## src/hdl/hlm_pkg.sv

```systemverilog
`timescale 1ns / 1ps

package hlm_pkg;

  localparam int MAX_LINES_DEF = 32;

  localparam int SLOT_W    = 6;
  localparam int RHO_W     = 16;
  localparam int THETA_W   = 16;
  localparam int DIM_W     = 12;
  localparam int RTOL_W    = 15;
  localparam int ATOL_W    = 16;
  localparam int CFG_W     = 16;
  localparam int CFG_IDX_W = 3;

  // Endpoint coordinates stay well inside 17 signed bits, since the divisor
  // of either branch is at least sin(pi/4) in magnitude.
  localparam int COORD_W = 17;

  localparam int ANG_W        = 24;
  localparam int CS_W         = 33;
  localparam int NUM_W        = 46;
  localparam int DIV_W        = 48;
  localparam int QUO_W        = 16;
  localparam int STEP_W       = 5;
  localparam int CORDIC_STEPS = 20;
  localparam int RHO_SHIFT    = 26;

  localparam logic signed [ANG_W-1:0] ANG_PI      = 24'sd3294199;
  localparam logic signed [ANG_W-1:0] ANG_HALF_PI = 24'sd1647099;
  localparam logic signed [CS_W-1:0]  CORDIC_START = 33'sd652032874;
  localparam logic [THETA_W-1:0]      HORIZ_LOW   = 16'd12868;
  localparam logic [THETA_W-1:0]      HORIZ_HIGH  = 16'd38603;

  localparam logic [DIM_W-1:0]  RST_WIDTH  = 12'd640;
  localparam logic [DIM_W-1:0]  RST_HEIGHT = 12'd480;
  localparam logic [RTOL_W-1:0] RST_RTOL   = 15'd320;
  localparam logic [ATOL_W-1:0] RST_ATOL   = 16'd2860;
  localparam logic [DIM_W-1:0]  RST_DIST   = 12'd64;

  typedef enum logic [CFG_IDX_W-1:0] {
    REG_IMAGE_WIDTH  = 3'd0,
    REG_IMAGE_HEIGHT = 3'd1,
    REG_RHO_TOL      = 3'd2,
    REG_ANGLE_TOL    = 3'd3,
    REG_EP_DIST      = 3'd4
  } cfg_reg_e;

  typedef struct packed {
    logic signed [COORD_W-1:0] x1;
    logic signed [COORD_W-1:0] y1;
    logic signed [COORD_W-1:0] x2;
    logic signed [COORD_W-1:0] y2;
  } ep_pts_t;

  typedef struct packed {
    logic                      start;
    logic signed [RHO_W-1:0]   rho;
    logic [THETA_W-1:0]        theta;
  } ep_req_t;

  typedef struct packed {
    logic    done;
    ep_pts_t pts;
  } ep_rsp_t;

  typedef enum logic [2:0] {
    EP_IDLE,
    EP_ROT,
    EP_MUL,
    EP_DIV1,
    EP_DIV2,
    EP_DONE
  } ep_state_e;

  typedef enum logic [3:0] {
    ST_IDLE,
    ST_C_CHECK,
    ST_C_RD,
    ST_C_EP,
    ST_P_CHECK,
    ST_P_RD,
    ST_P_EP,
    ST_P_SQ,
    ST_O_RD,
    ST_O_EMIT
  } top_state_e;

  // Rotation angles atan(2^-i) in units of 2^-20 rad.
  function automatic logic signed [ANG_W-1:0] atan_step(input logic [STEP_W-1:0] i);
    logic signed [ANG_W-1:0] a;
    case (i)
      5'd0:    a = 24'sd823550;
      5'd1:    a = 24'sd486170;
      5'd2:    a = 24'sd256879;
      5'd3:    a = 24'sd130396;
      5'd4:    a = 24'sd65451;
      5'd5:    a = 24'sd32757;
      5'd6:    a = 24'sd16383;
      5'd7:    a = 24'sd8192;
      5'd8:    a = 24'sd4096;
      5'd9:    a = 24'sd2048;
      5'd10:   a = 24'sd1024;
      5'd11:   a = 24'sd512;
      5'd12:   a = 24'sd256;
      5'd13:   a = 24'sd128;
      5'd14:   a = 24'sd64;
      5'd15:   a = 24'sd32;
      5'd16:   a = 24'sd16;
      5'd17:   a = 24'sd8;
      5'd18:   a = 24'sd4;
      5'd19:   a = 24'sd2;
      default: a = 24'sd0;
    endcase
    return a;
  endfunction

endpackage

```

## src/hdl/hlm_endpoint.sv

```systemverilog
`timescale 1ns / 1ps

module hlm_endpoint (
  input  logic                      clk_i,
  input  logic                      rst_ni,
  input  hlm_pkg::ep_req_t          req_i,
  input  logic [hlm_pkg::DIM_W-1:0] width_i,
  input  logic [hlm_pkg::DIM_W-1:0] height_i,
  output hlm_pkg::ep_rsp_t          rsp_o
);

  import hlm_pkg::*;

  ep_state_e state_q, state_d;

  logic signed [CS_W-1:0]  x_q, y_q;
  logic signed [ANG_W-1:0] z_q;
  logic                    flip_q;
  logic [STEP_W-1:0]       step_q;
  logic signed [RHO_W-1:0] rho_q;
  logic                    horiz_q;
  logic signed [NUM_W-1:0] prod_q;
  logic [DIV_W-1:0]        rem_q, dsh_q;
  logic [QUO_W-1:0]        quo_q;
  logic                    neg_q, dzero_q;
  logic signed [COORD_W-1:0] q1_q;
  ep_pts_t                 pts_q;

  logic signed [ANG_W-1:0] z_in, z_start, atan_c;
  logic                    flip_start;
  logic signed [CS_W-1:0]  dx_c, dy_c, s_c, c_c, den_c, mul_b;
  logic [DIM_W-1:0]        mul_a;
  logic signed [NUM_W-1:0] prod_c, r_c, n2_c, load_num;
  logic [NUM_W-1:0]        num_mag;
  logic [CS_W-1:0]         den_mag;
  logic                    ge_c, last_div;
  logic [DIV_W-1:0]        rem_n;
  logic [QUO_W-1:0]        quo_n;
  logic signed [COORD_W-1:0] coord_c, w_c, h_c;

  always_comb begin
    z_in       = $signed({2'b00, req_i.theta, 6'b000000});
    flip_start = z_in > ANG_HALF_PI;
    z_start    = flip_start ? (ANG_PI - z_in) : z_in;

    dx_c   = y_q >>> step_q;
    dy_c   = x_q >>> step_q;
    atan_c = atan_step(step_q);

    s_c    = y_q;
    c_c    = flip_q ? -x_q : x_q;
    den_c  = horiz_q ? s_c : c_c;
    mul_a  = horiz_q ? width_i : height_i;
    mul_b  = horiz_q ? c_c : s_c;
    prod_c = $signed({1'b0, mul_a}) * mul_b;

    r_c  = {{(NUM_W-RHO_W-RHO_SHIFT){rho_q[RHO_W-1]}}, rho_q, {RHO_SHIFT{1'b0}}};
    n2_c = r_c - prod_q;

    load_num = (state_q == EP_MUL) ? r_c : n2_c;
    num_mag  = load_num[NUM_W-1] ? $unsigned(-load_num) : $unsigned(load_num);
    den_mag  = den_c[CS_W-1] ? $unsigned(-den_c) : $unsigned(den_c);

    ge_c  = rem_q >= dsh_q;
    rem_n = ge_c ? (rem_q - dsh_q) : rem_q;
    quo_n = {quo_q[QUO_W-2:0], ge_c};

    if (dzero_q) begin
      coord_c = '0;
    end else if (neg_q) begin
      coord_c = -$signed({1'b0, quo_n});
    end else begin
      coord_c = $signed({1'b0, quo_n});
    end

    last_div = step_q == STEP_W'(QUO_W-1);
    w_c = $signed(COORD_W'(width_i));
    h_c = $signed(COORD_W'(height_i));
  end

  always_comb begin
    state_d = state_q;
    case (state_q)
      EP_IDLE: if (req_i.start) state_d = EP_ROT;
      EP_ROT:  if (step_q == STEP_W'(CORDIC_STEPS-1)) state_d = EP_MUL;
      EP_MUL:  state_d = EP_DIV1;
      EP_DIV1: if (last_div) state_d = EP_DIV2;
      EP_DIV2: if (last_div) state_d = EP_DONE;
      EP_DONE: state_d = EP_IDLE;
      default: state_d = EP_IDLE;
    endcase
  end

  always_comb begin
    rsp_o.done = state_q == EP_DONE;
    rsp_o.pts  = pts_q;
  end

  always_ff @(posedge clk_i or negedge rst_ni) begin
    if (!rst_ni) begin
      state_q <= EP_IDLE;
    end else begin
      state_q <= state_d;
    end
  end

  always_ff @(posedge clk_i) begin
    case (state_q)
      EP_IDLE: begin
        x_q     <= CORDIC_START;
        y_q     <= '0;
        z_q     <= z_start;
        flip_q  <= flip_start;
        step_q  <= '0;
        rho_q   <= req_i.rho;
        horiz_q <= (req_i.theta >= HORIZ_LOW) && (req_i.theta <= HORIZ_HIGH);
      end
      EP_ROT: begin
        if (!z_q[ANG_W-1]) begin
          x_q <= x_q - dx_c;
          y_q <= y_q + dy_c;
          z_q <= z_q - atan_c;
        end else begin
          x_q <= x_q + dx_c;
          y_q <= y_q - dy_c;
          z_q <= z_q + atan_c;
        end
        step_q <= (step_q == STEP_W'(CORDIC_STEPS-1)) ? '0 : step_q + 1'b1;
      end
      EP_MUL: begin
        // The product is registered here and used by the second division.
        prod_q  <= prod_c;
        rem_q   <= DIV_W'(num_mag);
        dsh_q   <= DIV_W'(den_mag) << (QUO_W-1);
        quo_q   <= '0;
        neg_q   <= load_num[NUM_W-1] ^ den_c[CS_W-1];
        dzero_q <= den_mag == '0;
        step_q  <= '0;
      end
      EP_DIV1, EP_DIV2: begin
        if (last_div) begin
          step_q <= '0;
          if (state_q == EP_DIV1) begin
            q1_q    <= coord_c;
            rem_q   <= DIV_W'(num_mag);
            dsh_q   <= DIV_W'(den_mag) << (QUO_W-1);
            quo_q   <= '0;
            neg_q   <= load_num[NUM_W-1] ^ den_c[CS_W-1];
            dzero_q <= den_mag == '0;
          end else if (horiz_q) begin
            pts_q <= '{x1: '0, y1: q1_q, x2: w_c, y2: coord_c};
          end else begin
            pts_q <= '{x1: q1_q, y1: '0, x2: coord_c, y2: h_c};
          end
        end else begin
          rem_q  <= rem_n;
          dsh_q  <= dsh_q >> 1;
          quo_q  <= quo_n;
          step_q <= step_q + 1'b1;
        end
      end
      default: ;
    endcase
  end

endmodule

```

## config.mk

```make
export PLATFORM = sky130hd
export DESIGN_NAME = hlm_endpoint
export DESIGN_NICKNAME = d
export VERILOG_FILES = /design/src/hdl/hlm_pkg.sv /design/src/hdl/hlm_endpoint.sv
export SDC_FILE = /design/constraint.sdc
export NUM_CORES = 2
export LEC_CHECK = 0
export ABC_AREA = 1
export BUFFER_PORTS_ARGS = -buffer_cell sky130_fd_sc_hd__buf_2
export CELL_PAD_IN_SITES_DETAIL_PLACEMENT = 1
export CELL_PAD_IN_SITES_GLOBAL_PLACEMENT = 2
export CORE_MARGIN = 3
export CORE_UTILIZATION = 38
export CTS_CLUSTER_DIAMETER = 120
export CTS_CLUSTER_SIZE = 20
export DETAILED_ROUTE_END_ITERATION = 8
export PLACE_DENSITY_LB_ADDON = 0.1
export SKIP_CTS_REPAIR_TIMING = 1
export SLEW_MARGIN = 15
export SYNTH_ARGS = -nofsm -noshare
export SYNTH_HDL_FRONTEND = slang
export SYNTH_SLANG_ARGS = --single-unit
```

## constraint.sdc

```tcl
create_clock -name clk_i -period 8.9 [get_ports clk_i]
set_input_delay 0 -clock clk_i [delete_from_list [all_inputs] [get_ports clk_i]]
set_output_delay 0 -clock clk_i [all_outputs]
set_load 0.1 [all_outputs]
```

### Word level (Yosys, flattened, before mapping)

Memory sizes are Yosys's and may differ from the RTL's. A register that Yosys moved wholly into a read port is not among the register bits.
Index checks and enable logic that the tools add are counted.

* flip-flop bits (word level): 360
* RAM bits: 0
* bits in read-only memories: 640
* output and inout port bits: 69
* bits of input ports: 59
* bits in latches: 0
* memories: 1

* reductions and logical operators: 14
* shift-type cells: 2
* bitwise gates (word level): 2
* div/mod/pow operators: 0
* mux-type cells: 42
* $lt $le $gt $ge: 4
* equal/unequal tests: 15
* add/subtract/negate cells: 14
* multipliers: 1

Memory list
* (no name shown): depth 32, bits a word 20, read ports 1, clocked after Yosys merged registers in 1, wr ports 0, line hlm_pkg.sv:92 `case (i)`

Operator list (count)
* $mux W48: 5
* $mux W33: 6
* $pmux W48 S2: 2
* $pmux W33 S2: 2
* $mux W46: 2
* $add A33 B33 Y33: 2
* $neg A33 Y33: 2
* $sshr A33 B5 Y33: 2
* $sub A33 B33 Y33: 2
* $ge A48 B48 Y1: 1
* $mux W24: 2
* $pmux W24 S2: 1
* $sub A48 B48 Y48: 1
* $mul A13 B33 Y46: 1
* $neg A46 Y46: 1
* $sub A42 B46 Y46: 1
* $mux W17: 2
* $logic_not A33 Y1: 1
* $mux W15: 2
* $pmux W15 S2: 1
* $mux W29: 1
* $add A24 B24 Y24: 1
* $sub A24 B24 Y24: 1
* $sub A22 B22 Y23 const A: 1
* 29 further kinds: 51

### Logic depth before layout (Yosys ltp)

* word-level depth: 9
* mapped depth: 37
* gate-level depth less buffers: 37

### Worst setup path after synthesis

OpenSTA, ideal clock, no wires.

* kind: register to register
* start point: reg x_q[1]
* end point: reg prod_q[44], data pin
* period minus slack after synthesis: 6.688 ns
* arrival: 6.424 ns
* buffers on the path: 1
* path slack: 2.212 ns
* cell stages (with the launch flop): 31
* cells stage by stage: edfxtp_1 inv_1 ha_1 nand2_2 nor2_4 nand2_1 nor2_1 xor2_1 nand2_1 nand3_1 o21ai_0 inv_1 clkbuf_1 nor2_1 fa_1 inv_1 fa_1 inv_1 fa_1 fa_1 inv_1 fa_1 inv_1 ha_1 inv_1 nor3_1 nand2_1 nor3_1 nand2_1 o211ai_1 xor2_1

* cells in the longest elaborated chain, start to end: 4

RTL lines
* from (decl): line hlm_endpoint.sv:16 `logic signed [CS_W-1:0] x_q, y_q;`
* from (signal assigned): line hlm_endpoint.sv:120 `x_q <= x_q - dx_c;`
* from (signal assigned): line hlm_endpoint.sv:124 `x_q <= x_q + dx_c;`
* $neg A33 Y33: line hlm_endpoint.sv:51 `c_c = flip_q ? -x_q : x_q;`
* $mux W33 *: line hlm_endpoint.sv:51
* $mux W33 *: line hlm_endpoint.sv:54 `mul_b = horiz_q ? c_c : s_c;`
* $mul A13 B33 Y46 *: line hlm_endpoint.sv:55 `prod_c = $signed({1'b0, mul_a}) * mul_b;`
* net prod_c[44]: line hlm_endpoint.sv:33 `logic signed [NUM_W-1:0] prod_c, r_c, n2_c, load_num;`
* to (signal assigned): line hlm_endpoint.sv:132 `prod_q <= prod_c;`
* to (decl): line hlm_endpoint.sv:22 `logic signed [NUM_W-1:0] prod_q;`

Mark *: on every way through the listed nets, which the timed path passes. The rest lies on a longest branch.
A chain may end at the register's enable or synchronous reset.

### Worst setup path after layout

* start point: reg x_q[1]
* end point: reg prod_q[45], data pin

Same word-level chain as after synthesis.

==> key figures <==
Status
  – Outcome: finished clean

GRT
  – GRT Residual Overflow: 0
  – Vias in the first global route: 48.2k
  – Antenna violations before repair: 3
  – Total GRT Usage: 28.1%
  – Largest net degree at the start of global routing: 130
  – First-pass GRT wire length: 289000 microns

Finish
  – Nets: 7823
  – Layout cells sized above 1: 6.26%
  – Area Growth Syn to Fin: 8.32%
  – # diodes: 0

Floorplanning
  – Die footprint: 133000 sq um
  – # IOs: 128
  – Die Y: 365 microns
  – CORE AREA: 128000 sq um
  – Initial core utilization: 38.3%
  – Die Width: 365 microns
  – Row count: 131

Setup path
  – Crit end category: register
  – Worst Path Buf+Inv: 6
  – Worst R2R End: prod_q[45]
  – Worst path depth: 29
  – Worst R2R Setup Slack: 0.84 ns
  – Data arrival time of the worst path: 8.50 ns
  – CP peak stage delay: 0.63 ns
  – CP Capture Point: prod_q[45]
  – Req. time, crit path: 9.35 ns
  – Setup crit start kind: register
  – CP max FO: 12
  – CP delay by family, top: adder cells
  – Worst path most repeated cell: inv_1
  – R2R depth: 29
  – Kind of critical path: register to register
  – RR Startpoint: x_q[1]
  – CP startpoint: x_q[1]
  – Slowest cell on the critical path: fa_1

Yosys
  – Adder-cell area share of the yosys netlist: 21.4%
  – Top FF cell, synth: edfxtp_1
  – Area leader, netlist: edfxtp_1
  – Commonest cells post-synth: nand2_1, inv_1, nor2_1
  – Mapped Avg Cell Area: 6.96 sq um
  – Mapped Area: 49000 sq um
  – Largest family of logic cells by synthesized area: simple AND/OR/NAND/NOR gates
  – Seq/Total Area, Yosys: 22.8%
  – Post-Synthesis Cells: 7037
  – Mux contribution to synthesized area: 0.306%
  – Top-count cell post-synth: nand2_1
  – Simple-gate share of the synthesized area: 27.8%
  – Yosys reg bits: 380
  – Number of synthesized flops with an enable pin: 357
  – Netlist cell types: 67
  – Syn_nets: 7723
  – Fraction of registers with async set/reset: 0.789%
  – Post-synth top area share: 21.9%
  – Synth area leaders: edfxtp_1, fa_1, nand2_1
  – Synth Area in Compound Gates: 13.3%
  – Synth Warn #: 0
  – Synth Area in XOR/XNOR: 2.84%

STA
  – Worst-margin pin slew: 1.18 ns
  – Crit path time final: 8.06 ns
  – Clock skew: 0.0262 ns
  – Crit share post-route: 90.5%
  – Max-slew headroom: 21.3%
  – Hold Violations, Final: 0
  – Worst Setup Slack, final: 0.845 ns
  – Setup Viol. Count Final: 0
  – Setup TNS: 0 ns
  – Max Transition Viols Final: 0
  – Fmax: 0.124 GHz
  – Unrepaired setup endpoints after global routing: false

Drt
  – Drt drc: 0
  – Via count: 46.7k
  – Final WL: 189000 microns
  – Initial DRC count: 2637
  – DRT Pass-1 Iters: 6
  – Avg WL per Cell: 21.5 microns
  – DR vias/cell: 5.29
  – Routed Antenna Nets: 0

Clock tree
  – CTS Root Cell: clkbuf_16
  – Cts bufs inserted: 30
  – Worst-Skew Late Latency: 0.70 ns
  – CTS Buffer Depth: 3
  – H-tree Lvls: 1
  – Total clock sinks: 380
  – TritonCTS clock tree: yes
  – CTS clk-pin slew, worst paths: 0.09 ns

Placement
  – GP Congestion: 0.932
  – Pre-CTS setup slack: 0.912 ns
  – I/O Buffers: 127
  – HPWL after DPL: 157000 microns

Run
  – Max-cap viol count: 0

Min path
  – Hold crit path type: input pin to register
-- routing by layer --
layer | GRT usage (%) | vias up | wire, microns
li1 | - | 22700 | -
met3 | 1.72 | 194 | 5620
met4 | 7.70 | 2 | 5790
met5 | 0 | - | 11
met2 | 49.2 | 733 | 91600
met1 | 37.7 | 23100 | 86300
-- layout by cell type, fill, tap and decap left out, types with 66 or more instances in the layout --
cell type | synthesis | routed
ha_1 | 275 | 275
buf_4 | 13 | 66
nand3_1 | 411 | 411
a21oi_1 | 392 | 392
inv_1 | 1212 | 1209
o21ai_1 | 122 | 127
xor2_1 | 106 | 106
fa_1 | 352 | 352
nor3_1 | 70 | 68
buf_2 | 35 | 127
nor2_1 | 781 | 779
o21ai_0 | 408 | 403
edfxtp_1 | 357 | 357
nand2_1 | 1712 | 1709
-- flip-flops by register name, summed over array words and instances (netlist names) --
register  flops
step_q        5
x_q          33
rem_q        48
horiz_q       1
q1_q         17
atan_c       20
neg_q         1
state_q       3
rho_q        16
prod_q       46
z_q          24
dsh_q        48
quo_q        15
s_c          33
rsp_o        68
flip_q        1
dzero_q       1
-- kinds of logic after synthesis --
family / Yosys count
and+or+nand+nor: 3237
buffers and inverters: 1445
AOI/OAI and AO/OA: 1174
adders and majority gates: 627
DFF: 380
xor gates and xnor gates: 159
muxes: 15
-- cell type report --
class,count,area (sq um)
clock buffer,40,810
clock inverter,16,230
fill,16400,74800
inverter,1254,4710
multi-input combinational,5212,32200
sequential,380,11200
tap,1662,2080
timing repair buffer,259,1820
-- worst min path at each step --
stage	startpoint	end	slack [ns]	cells after the start
5_1_grt	req_i[31]	rho_q[15]	0.002	2
3_5_place_dp	rst_ni	state_q[2]	-0.20	1
6_report	req_i[31]	rho_q[15]	0.02	2
3_3_place_gp	rst_ni	state_q[2]	-0.20	1
2_1_floorplan	rst_ni	state_q[0]	-0.30	0
4_1_cts	rst_ni	state_q[1]	-0.97	1
-- metrics by stage --
step	hold WS, ns	util (%)	area, sq um	cells
final	0.0159	41.5	53100	8823
after global routing	0.00166	41.5	53100	8823
after CTS	-0.971	41.0	52400	8760
after detailed placement	-0.196	40.2	51400	8704
after global placement	-0.203	40.2	51400	8704
after floorplan	-0.296	-	49000	7037
Power is left out: the tool's default activity adds up to more than one toggle a clock period on the data nets, which glitch-free logic cannot reach.
